--- src/rtl/cbt_pkg.sv ---
// Shared types and constants for the cubic Bezier tessellator.
package cbt_pkg;

    localparam int COORD_W              = 24;
    localparam int INDEX_W              = 6;
    localparam int CURVE_POINTS         = 4;
    localparam int SAMPLE_COUNT_DEFAULT = 64;
    localparam int WEIGHT_FRAC_DEFAULT  = 16;

    localparam logic [COORD_W-1:0] COORD_MAX = 24'h7F_FFFF;
    localparam logic [COORD_W-1:0] COORD_MIN = 24'h80_0000;

    typedef logic [CURVE_POINTS-1:0][COORD_W-1:0] coord_vec_t;

    // One curve: element 0 is the start point, 3 the end point.
    typedef struct packed {
        coord_vec_t x;
        coord_vec_t y;
    } curve_t;

    // Bookkeeping that follows a sample down the pipeline.
    typedef struct packed {
        logic               valid;
        logic [INDEX_W-1:0] index;
        logic               last;
    } sample_tag_t;

endpackage

--- src/rtl/cbt_queue.sv ---
// Two-entry curve queue between the request side and the sample engine.
module cbt_queue
    import cbt_pkg::*;
(
    input  logic   aclk,
    input  logic   aresetn,
    input  logic   push,
    input  curve_t push_data,
    output logic   full,
    input  logic   pop,
    output logic   head_valid,
    output curve_t head_data
);

    curve_t     mem_reg [2];
    logic       wr_ptr_reg, wr_ptr_next;
    logic       rd_ptr_reg, rd_ptr_next;
    logic [1:0] count_reg, count_next;
    logic       do_push, do_pop;

    assign full       = (count_reg == 2'd2);
    assign head_valid = (count_reg != 2'd0);
    assign head_data  = mem_reg[rd_ptr_reg];

    assign do_push = push && !full;
    assign do_pop  = pop && head_valid;

    always_comb begin
        wr_ptr_next = do_push ? ~wr_ptr_reg : wr_ptr_reg;
        rd_ptr_next = do_pop  ? ~rd_ptr_reg : rd_ptr_reg;
        count_next  = count_reg;
        if (do_push && !do_pop) begin
            count_next = count_reg + 2'd1;
        end else if (do_pop && !do_push) begin
            count_next = count_reg - 2'd1;
        end
    end

    always_ff @(posedge aclk) begin
        if (!aresetn) begin
            wr_ptr_reg <= 1'b0;
            rd_ptr_reg <= 1'b0;
            count_reg  <= 2'd0;
        end else begin
            wr_ptr_reg <= wr_ptr_next;
            rd_ptr_reg <= rd_ptr_next;
            count_reg  <= count_next;
        end
    end

    always_ff @(posedge aclk) begin
        if (do_push) begin
            mem_reg[wr_ptr_reg] <= push_data;
        end
    end

endmodule

--- config.mk ---
export PLATFORM = sky130hd
export DESIGN_NAME = cbt_queue
export DESIGN_NICKNAME = d
export VERILOG_FILES = /design/src/rtl/cbt_pkg.sv /design/src/rtl/cbt_queue.sv
export SDC_FILE = /design/constraint.sdc
export NUM_CORES = 1
export LEC_CHECK = 0
export BUFFER_PORTS_ARGS = -buffer_cell sky130_fd_sc_hd__buf_2
export CAP_MARGIN = 30
export CORE_MARGIN = 2
export CORE_UTILIZATION = 56
export DETAILED_ROUTE_END_ITERATION = 16
export PLACE_DENSITY = 0.85
export SLEW_MARGIN = 5
export SYNTH_ARGS = -nofsm -noshare
export SYNTH_HDL_FRONTEND = slang
export SYNTH_SLANG_ARGS = --single-unit
--- constraint.sdc ---
create_clock -name aclk -period 21.1 [get_ports aclk]
set_clock_uncertainty 0.15 [all_clocks]
set_input_delay 1.055 -clock aclk [delete_from_list [all_inputs] [get_ports aclk]]
set_output_delay 1.055 -clock aclk [all_outputs]
set_load 0.005 [all_outputs]
# Word-level counts from Yosys, hierarchy flattened
# Memories as Yosys holds them, arrays and structs flattened. A register that Yosys moved wholly into a read port is not among the register bits.
# Cells that the tools add are included.
totals:
  out_inout_bits: 194
  n_memories: 1
  elab_cells: 24
  in_bits: 196
  ff_bits: 4
  ramBits: 384
memory_table:
  columns: ["memory", "words", "word_bits", "rd", "rd_clocked_by_memory_dff", "write_ports", "line", "source"]
  rows:
  - ["mem_reg", 2, 192, 1, 1, 1, "cbt_queue.sv:15", "curve_t mem_reg [2];"]
op_classes:
  addsub: 2
  n_eq_ne: 1
  bitwise: 2
  mux: 6
  reduce_logical: 9
op_table:
  columns: ["cell", "n"]
  rows:
  - ["$logic_and 1x1->1", 4]
  - ["$mux 1", 4]
  - ["$mux 2", 2]
  - ["$reduce_bool 2->1", 2]
  - ["$logic_not 1->1", 3]
  - ["$add 2x1->2 const B", 1]
  - ["$eq 2x2->1 const B", 1]
  - ["$not 1->1", 2]
  - ["$sub 2x1->2 const B", 1]

# Logic depth before layout (Yosys ltp)
# Gate-level depths: netlist of the first run.
logic_depth:
  depth_word: 7
  ltp_mapped: 7
  ltp_nobuf: 7

# Least setup slack after synthesis of the first run
# No wires, ideal clock.
synth_path:
  path_type: "input to register"
  from: "input port push"
  to: "memory mem_reg[0][0] in the netlist's numbering (enable)"
  setup_ps: 711
  path_stages: 2
  arrival_time_ps: 8495
  required_ps: 20239
  path_slack_ps: 11744
  n_path_buf: 0
  cell_sequence: "inv_1 > nor3_2"
synth_between:
  elab_chain_len: 3
synth_lines:
  columns: ["element", "line", "source"]
  rows:
  - ["from (decl)", "cbt_queue.sv:7", "input logic push,"]
  - ["$logic_and 1x1->1", "cbt_queue.sv:25", "assign do_push = push && !full;"]
  - ["$mux 1", "cbt_queue.sv:52", "if (do_push) begin"]
  - ["$mux 1 (not written as such)", "cbt_queue.sv:53", "mem_reg[wr_ptr_reg] <= push_data;"]
  - ["to (decl)", "cbt_queue.sv:15", null]
# Every way passes these cells.

==> results of run 1 <==
cell usage after synthesis:
master	instances
ha_1	1
nand2b_1	1
buf_6	18
o21ai_1	1
a21boi_0	1
or2_2	1
o21a_1	1
or3_1	1
and3_1	1
xnor2_1	2
o21ai_0	1
xor2_1	1
a21boi_1	1
nor2_1	1
edfxtp_1	384
nor3_2	1
buf_2	1
buf_4	2
dfxtp_1	5
mux2_2	192
and2_1	3
inv_1	2
metal layers:
| layer | vias up | wire length [um] | track usage (%) |
|---|---|---|---|
| met3 | 58 | 2560 | 7.05 |
| met5 | - | 27 | 0 |
| li1 | 3325 | - | - |
| met2 | 306 | 15100 | 36.7 |
| met4 | 4 | 848 | 8.29 |
| met1 | 3582 | 9790 | 22.0 |
final timing paths:
path,end,slack [ps],cells past startpoint
max,head_data[122],17470,4
min,count_reg[1],370,2
max reg2reg,mem_reg[1][75],18500,4
min reg2reg,count_reg[1],370,2
layout make-up:
cell class	count	share of cell area (%)
Sequential cell	389	65.9
Multi-Input combinational cell	210	13.0
Timing Repair Buffer	398	11.9
Clock buffer	50	6.00
Tap cell	330	2.34
Clock inverter	18	0.729
Antenna cell	6	0.0850
Inverter	2	0.0425
cells by family (layout without fill, tap and decap cells):
family | Yosys count | count (layout) | share of synthesized area [%]
fa+ha+maj | 1 | 1 | 0.0884
flops | 389 | 389 | 82.2
buf+inv | 23 | 468 | 1.63
mux | 192 | 192 | 15.3
simple gates | 9 | 9 | 0.407
other cells | 0 | 6 | 0
xor+xnor | 3 | 3 | 0.186
compound gates | 5 | 5 | 0.230
per-stage QoR:
stage	hold WS, ps	setup WS (ps)	total power [mW]	std cells	util [%]
after floorplan	329	11740	1.32	622	-
after global placement	343	17730	1.46	1325	65.5
after detailed placement	367	17860	1.48	1328	65.8
after CTS	378	17450	2.12	1396	70.6
after global routing	419	17370	2.19	1400	70.7
final	375	17470	2.11	1403	70.8
cells in the final DEF, fill, tap and decap left out:
| cell type | n |
|---|---|
| buf_4 | 4 |
| inv_1 | 2 |
| bufinv_16 | 2 |
| nor3_4 | 1 |
| buf_2 | 389 |
| and3_4 | 1 |
| xnor2_1 | 2 |
| edfxtp_1 | 384 |
| or3_1 | 1 |
| xor2_1 | 1 |
| o21ai_0 | 1 |
| o21ai_1 | 1 |
| clkinv_1 | 9 |
| clkinv_2 | 7 |
| clkbuf_1 | 9 |
| dfxtp_4 | 1 |
| o21a_1 | 1 |
| mux2_2 | 192 |
| dfxtp_1 | 4 |
| ha_1 | 1 |
| buf_12 | 1 |
| a21boi_1 | 1 |
| nand2b_1 | 1 |
| or2_2 | 1 |
| diode_2 | 6 |
| clkbuf_16 | 41 |
| nor2_1 | 1 |
| a21boi_0 | 1 |
| and2_1 | 3 |
| buf_16 | 4 |
worst min-delay path, cell delays in order (launching register included):
cell and delay, ps:
dfxtp_1 340, o21ai_0 80, a21boi_1 60
where the power goes:
| group | leakage [nW] | internal (mW) | switching, mW |
|---|---|---|---|
| sequential | 3.63 | 0.972 | 0.0326 |
| combinational | 2.37 | 0.235 | 0.227 |
| clock | 0.586 | 0.377 | 0.261 |
| total | 6.59 | 1.58 | 0.521 |
==> results_dict.tcl, run 1 <==
set metrics [dict create \
    fillers 1552 \
    grt.overflow.total 0 \
    multiInputGateArea_um2 2300 \
    synth.net_count 819 \
    rows 58 \
    drt_iter0_markers 533 \
    place_hpwl_um 18700 \
    area_growth_pct 24.8 \
    synth_cell_type_count 22 \
    status "complete, no violations" \
    placed_area_um2 16400 \
    yosysTopAreaCellShare_pct 81.5 \
    clkLatencyLatePin_ps 510 \
    crit_path_end_kind "primary output" \
    synthTopCellsByArea "edfxtp_1, mux2_2, buf_6, dfxtp_1, and2_1" \
    crit_type "flop to primary output" \
    cp_data_arrival_time_ps 2430 \
    dieWidth_um 163 \
    ys_ff_latch 389 \
    top_level_ports 390 \
    post-route-min-period_ps 3630 \
    drv_slew 0 \
    syn_inst 622 \
    synth_warnings 0 \
    cts-buffers-inserted 38 \
    clk_pin_slew_worst_paths_ps 60 \
    dieArea_um2 26600 \
    postCtsSetupBuffers 0 \
    regArea_um2 11600 \
    vdd_drop_max_uv 91.0 \
    p_per_area_nw_per_um2 119 \
    crit_path_max_fanout 68 \
    vias 7275 \
    crit_chain "buf_4 > buf_16 > mux2_2 > buf_2" \
    avgRoutedWirePerCell_um 20.2 \
    worst-path-buf-inv 3 \
    clockBufferDepth 3 \
    min-delay-start "count_reg[1]" \
    cp.required_ps 19900 \
    grt_max_degree 194 \
    max_stage_delay_ps 640 \
    cp_top_family "buffers and inverters" \
    wl_um 28400 \
    cts_hold_buf 0 \
    critical-path-slowest-cell "dfxtp_4" \
    synth_largest_area_cell "edfxtp_1" \
    grt_pass1_wl_um 40300 \
    finalCritPeriodShare_pct 17.2 \
    antenna_found_initial 6 \
    worstSetupStartpointType "flop" \
    fmax_mhz 275 \
    die_y_um 163 \
    post_cts_resize_count 0 \
    postRouteAntennaNets 0 \
    coreArea_um2 25000 \
    drive_gt1_share_pct 60.4 \
    initial_core_util_pct 56.7 \
    yosysSeqAreaShare_pct 82.2 \
    syn_area_um2 14200 \
    drc 0 \
    maxCapViolCount 0 \
    viasPerCell 5.19 \
    largest_register_ffs 384 \
    fin_setup_tns_ps 0 \
    cts_tree "built" \
    buffer_ports.inserted 389 \
    rsz0062_at_grt "false" \
    firstDrtPassIters 5 \
    grt_usage_pct 20.4 \
    r2r-start "count_reg[0]" \
    num-nets-final 1236 \
    tightest_slew_ps 1070 \
    slew_headroom_pct 28.9 \
    cts.htree.levels 2 \
    cts_root_buf "clkbuf_16" \
    leakagePower_nw 6.59 \
    design_area_um2 17700 \
    syn_avg_cell_area_um2 22.8 \
    setup_viol 0 \
    gp_congestion 0.782 \
    cts_num_sinks 389 \
    worstHoldPathType "flop to flop" \
    grt_pass1_vias 7517 \
    report.final.hold_viol_count 0 \
]
No activity file was read; power rests on OpenSTA's default activity.
==> inputs of run 2 (changes only) <==
CORE_UTILIZATION = 52   (was 56)
PLACE_DENSITY = 0.79   (was 0.85)
clock period = 3.38 ns   (was 21.1 ns; I/O delays follow)
==> run 2 against run 1 <==
Net effect: register-to-register slack worse by 17000 ps; sequential share of layout area fell by 6.6 points; core utilization grew 2.5 points; critical path type unchanged; critical endpoint is now head_data[168].
==> results_dict.tcl, run 2 (same netlist as run 1, synthesis figures left out) <==
set metrics [dict create \
    grt_max_degree 93 \
    die_y_um 169 \
    setup_viol 0 \
    r2r-start "count_reg[0]" \
    reg2regPathDepth 6 \
    drc 0 \
    wl_um 32900 \
    cp.required_ps 3060 \
    status "complete, no violations" \
    crit_type "flop to primary output" \
    clk_pin_slew_worst_paths_ps 60 \
    place_ws_ps 1290 \
    worstSetupStartpointType "flop" \
    crit_path_max_fanout 46 \
    groute.layer.met1.usage_pct 24.9 \
    grt.overflow.total 0 \
    buffer_ports.inserted 389 \
    vias 8237 \
    rows 60 \
    postRouteAntennaNets 0 \
    cts_num_sinks 389 \
    place_hpwl_um 18600 \
    dieArea_um2 28600 \
    layout_setup_ws_ps 858 \
    fillers 1503 \
    firstDrtPassIters 4 \
    cts_root_buf "clkbuf_16" \
    cts_tree "built" \
    gp_congestion 0.758 \
    antenna_found_initial 1 \
    rsz0062_at_grt "false" \
    fin_cells 1603 \
    final_common_cell "buf_2" \
    dieWidth_um 169 \
    maxCapViolCount 0 \
    area_growth_pct 38.7 \
    crit_path_end_kind "primary output" \
    post_cts_resize_count 0 \
    num-nets-final 1433 \
    p_per_area_nw_per_um2 686 \
    top_level_ports 390 \
    vdd_drop_max_uv 546 \
    fmax_mhz 396 \
    use_met2_pct 41.9 \
    leakagePower_nw 7.40 \
    cts.htree.levels 2 \
    use_met3_pct 4.77 \
    grt_usage_pct 22.5 \
    cts-buffers-inserted 38 \
    clkLatencyLatePin_ps 510 \
    rr_endpoint "wr_ptr_reg" \
    largest_register_ffs 384 \
    max_stage_delay_ps 780 \
    endpoint "head_data[168]" \
    coreArea_um2 26800 \
    tightest_slew_ps 652 \
    report.final.hold_viol_count 0 \
    crit_cells 3 \
    viasPerCell 5.14 \
    grt_pass1_wl_um 49000 \
    avgRoutedWirePerCell_um 20.6 \
    initial_core_util_pct 52.8 \
    worstHoldPathType "input pin to flop" \
    drv_slew 0 \
    place_inst 1342 \
    post-route-min-period_ps 2520 \
    grt_pass1_vias 9011 \
    cp_top_family "flip-flops" \
    slew_headroom_pct 56.6 \
    worst-path-buf-inv 2 \
    critical-path-slowest-cell "dfxtp_4" \
    cp_data_arrival_time_ps 2200 \
    rrSetupSlack_ps 1210 \
    mostFrequentLayoutCells "buf_2, edfxtp_1, dlygate4sd3_1, mux2_2, clkbuf_16" \
    hold_slack_ps 158 \
    finalCritPeriodShare_pct 74.6 \
    clockBufferDepth 3 \
    drt_iter0_markers 661 \
    crit_chain "buf_12 > mux2_2 > buf_2" \
    busiest_layer "met2" \
    drive_gt1_share_pct 51.5 \
    fin_util_pct 73.3 \
]
run 2: cell count changes in the layout (fill, tap and decap cells not counted), moves of 2 or more:
cell           delta
buf_12            +7
clkbuf_8          +2
dlygate4sd3_1   +195
diode_2           -5
buf_16            -4
clkbuf_1          -2
run 2: worst min path at each step:
stage                   startpoint              end  slack [ps]  depth (start not counted)
floorplan             push_data[0]    mem_reg[0][0]         120                          0
global placement     push_data[74]   mem_reg[0][74]         210                          1
global route                  push   mem_reg[1][80]         160                          2
detailed placement  push_data[152]  mem_reg[0][152]         210                          1
finish                        push  mem_reg[1][188]         160                          2
CTS                           push  mem_reg[1][182]         140                          2
run 2: routing by layer:
metal  up-vias  wire, um
met2       388     17700
met5         -         0
met3        94      2330
met1      4033     11600
li1       3722         -
met4         0      1290
run 2: timing repair:
item | in CTS | in global routing
endpoints found under the hold margin | 389 | 0
hold buffers | 195 | 0
buffers inserted | 0 | 0
endpoints found under the setup margin | 0 | 0
run 2: stage by stage:
stage	total power [mW]	instance area, um2	setup TNS (ps)
finish	13.5	19600	0
global route	14.0	19600	0
CTS	13.5	19600	0
detailed placement	9.31	16500	0
global placement	9.23	16500	0
floorplan	8.15	14200	-465290
run 2: final cells by class:
type	count	area, um2	area share [%]
clock buffers	50	1080	5.50
flip-flops and latches	389	11600	59.3
clock inverters	15	90.1	0.459
repair buffers	595	4080	20.8
multi-input cells	210	2310	11.8
well taps	341	427	2.17
diodes	1	2.50	0.0127
inverters	2	10.0	0.0510
run 2: where the power goes:
| group | leakage, nW | switching (mW) | internal (mW) |
|---|---|---|---|
| clock | 0.578 | 1.70 | 2.31 |
| combinational | 3.20 | 1.51 | 1.65 |
| sequential | 3.63 | 0.238 | 6.06 |
| total | 7.40 | 3.45 | 10.0 |
==> inputs of run 3 (changes only) <==
clock period = 2.5 ns   (was 3.38 ns; I/O delays follow)
==> run 3 against run 2 <==
Net effect: die area did not move; sequential share of layout area fell by 0.30 points; sequential cell count did not move; register-to-register slack got worse by 1100 ps; non-clock buffer count rose by 4; hold slack improved by 21 ps; clock power rose by 42%; combinational power rose by 40%; critical endpoint is now wr_ptr_reg; largest power group unchanged.
==> results_dict.tcl, run 3 (same netlist as run 1, synthesis figures left out) <==
set metrics [dict create \
    grt.overflow.total 0 \
    place_hpwl_um 18500 \
    rows 60 \
    buffer_ports.inserted 389 \
    clockBufferDepth 3 \
    cts_tree "built" \
    viasPerCell 5.16 \
    reg2regPathDepth 7 \
    largest_register_ffs 384 \
    crit_chain "nand2b_4 > inv_4 > nor3_4 > buf_12 > buf_4 > o21a_1 > dlygate4sd3_1" \
    dieWidth_um 169 \
    drv_slew 0 \
    grt_max_degree 94 \
    rrSetupSlack_ps 150 \
    rr_endpoint "wr_ptr_reg" \
    r2r-start "count_reg[0]" \
    grt_pass1_vias 9048 \
    grt_usage_pct 23.3 \
    drive_gt1_share_pct 51.4 \
    crit_type "flop to flop" \
    post_cts_resize_count 0 \
    cp.required_ps 2810 \
    cts-buffers-inserted 39 \
    cts_hold_buf 196 \
    maxCapViolCount 0 \
    die_y_um 169 \
    crit_path_end_kind "flop" \
    crit_path_max_fanout 32 \
    area_growth_pct 39.4 \
    endpoint "wr_ptr_reg" \
    drc 0 \
    postRouteAntennaNets 0 \
    hold_slack_ps 180 \
    critical-path-slowest-cell "dlygate4sd3_1" \
    cts_root_buf "clkbuf_16" \
    vias 8331 \
    cts.htree.levels 2 \
    worstHoldPathType "input pin to flop" \
    finalCritPeriodShare_pct 94.1 \
    gp_congestion 0.742 \
    clk_pin_slew_worst_paths_ps 60 \
    post-route-min-period_ps 2350 \
    drt_iter0_markers 688 \
    antenna_found_initial 4 \
    postCtsSetupBuffers 0 \
    worstSetupStartpointType "flop" \
    vdd_drop_max_uv 867 \
    coreArea_um2 26800 \
    grt_pass1_wl_um 50200 \
    report.final.hold_viol_count 0 \
    dieArea_um2 28600 \
    max_stage_delay_ps 540 \
    fillers 1462 \
    fin_setup_tns_ps 0 \
    firstDrtPassIters 5 \
    num-nets-final 1438 \
    top_level_ports 390 \
    multiInputGateArea_um2 2310 \
    status "complete, no violations" \
    wl_um 34500 \
    critPathLaunch "count_reg[0]" \
    leakagePower_nw 7.44 \
    fmax_mhz 425 \
    slew_headroom_pct 62.7 \
    initial_core_util_pct 52.8 \
    mostFrequentLayoutCells "buf_2, edfxtp_1, dlygate4sd3_1, mux2_2, clkbuf_16" \
    clkLatencyLatePin_ps 520 \
    tightest_slew_ps 559 \
    p_per_area_nw_per_um2 938 \
    cts_num_sinks 389 \
    avgRoutedWirePerCell_um 21.4 \
    rsz0062_at_grt "false" \
    final_common_cell "buf_2" \
    cp_data_arrival_time_ps 2660 \
    setup_viol 0 \
    regArea_um2 11600 \
    fin_total_pwr_mw 18.5 \
]
run 3: cell count changes in the layout (fill, tap and decap cells not counted):
cell           delta
clkinv_2          -3
diode_2           +3
bufinv_16         +2
clkbuf_1          +4
buf_4             +3
clkbuf_8          -2
inv_6             +3
dlygate4sd3_1     +1
run 3: area by class of cell:
cell class	count	area share, %
repair buffers	599	20.8
diodes	4	0.0507
clock buffers	52	5.41
flip-flops and latches	389	59.0
well taps	341	2.16
inverters	2	0.0507
multi-input cells	210	11.7
clock inverters	17	0.818
run 3: worst min-delay path by stage:
stage / startpoint / endpoint / slack, ps / cells after the start
after CTS: push_data[146] / mem_reg[0][146] / 160 / 2
after global routing: push_data[6] / mem_reg[0][6] / 170 / 2
after floorplan: push_data[0] / mem_reg[0][0] / 70 / 0
after detailed placement: push_data[161] / mem_reg[1][161] / 170 / 1
final: push_data[184] / mem_reg[0][184] / 180 / 2
after global placement: push_data[162] / mem_reg[0][162] / 160 / 1
run 3: power by group:
group | switching, mW | total [mW] | internal (mW)
sequential | 0.231 | 8.42 | 8.19
clock | 2.36 | 5.68 | 3.32
combinational | 2.19 | 4.41 | 2.23
run 3: through the flow:
step,worst slack [ps],area (um2),util (%),instances
after floorplan,-3210,14200,-,622
after global placement,658,16500,61.7,1345
after detailed placement,612,16500,61.7,1345
after CTS,193,19700,73.6,1610
after global routing,33.7,19700,73.6,1612
final,148,19700,73.6,1614
run 3: metal layers:
layer	up-vias	global-route usage (%)	share of wire (%)
met5	-	0	0.038
met4	2	7.36	2.4
met3	57	6.57	8.6
met2	421	43.2	54
met1	4109	26.0	35
li1	3742	-	-
run 3: worst max-delay path: cells and delay by family, from the launching register on:
kind | cells | cell delay [ps]
AO/OA/AOI/OAI | 1 | 160
buffers and inverters | 4 | 1160
flip-flops | 1 | 380
AND/OR/NAND/NOR | 2 | 440
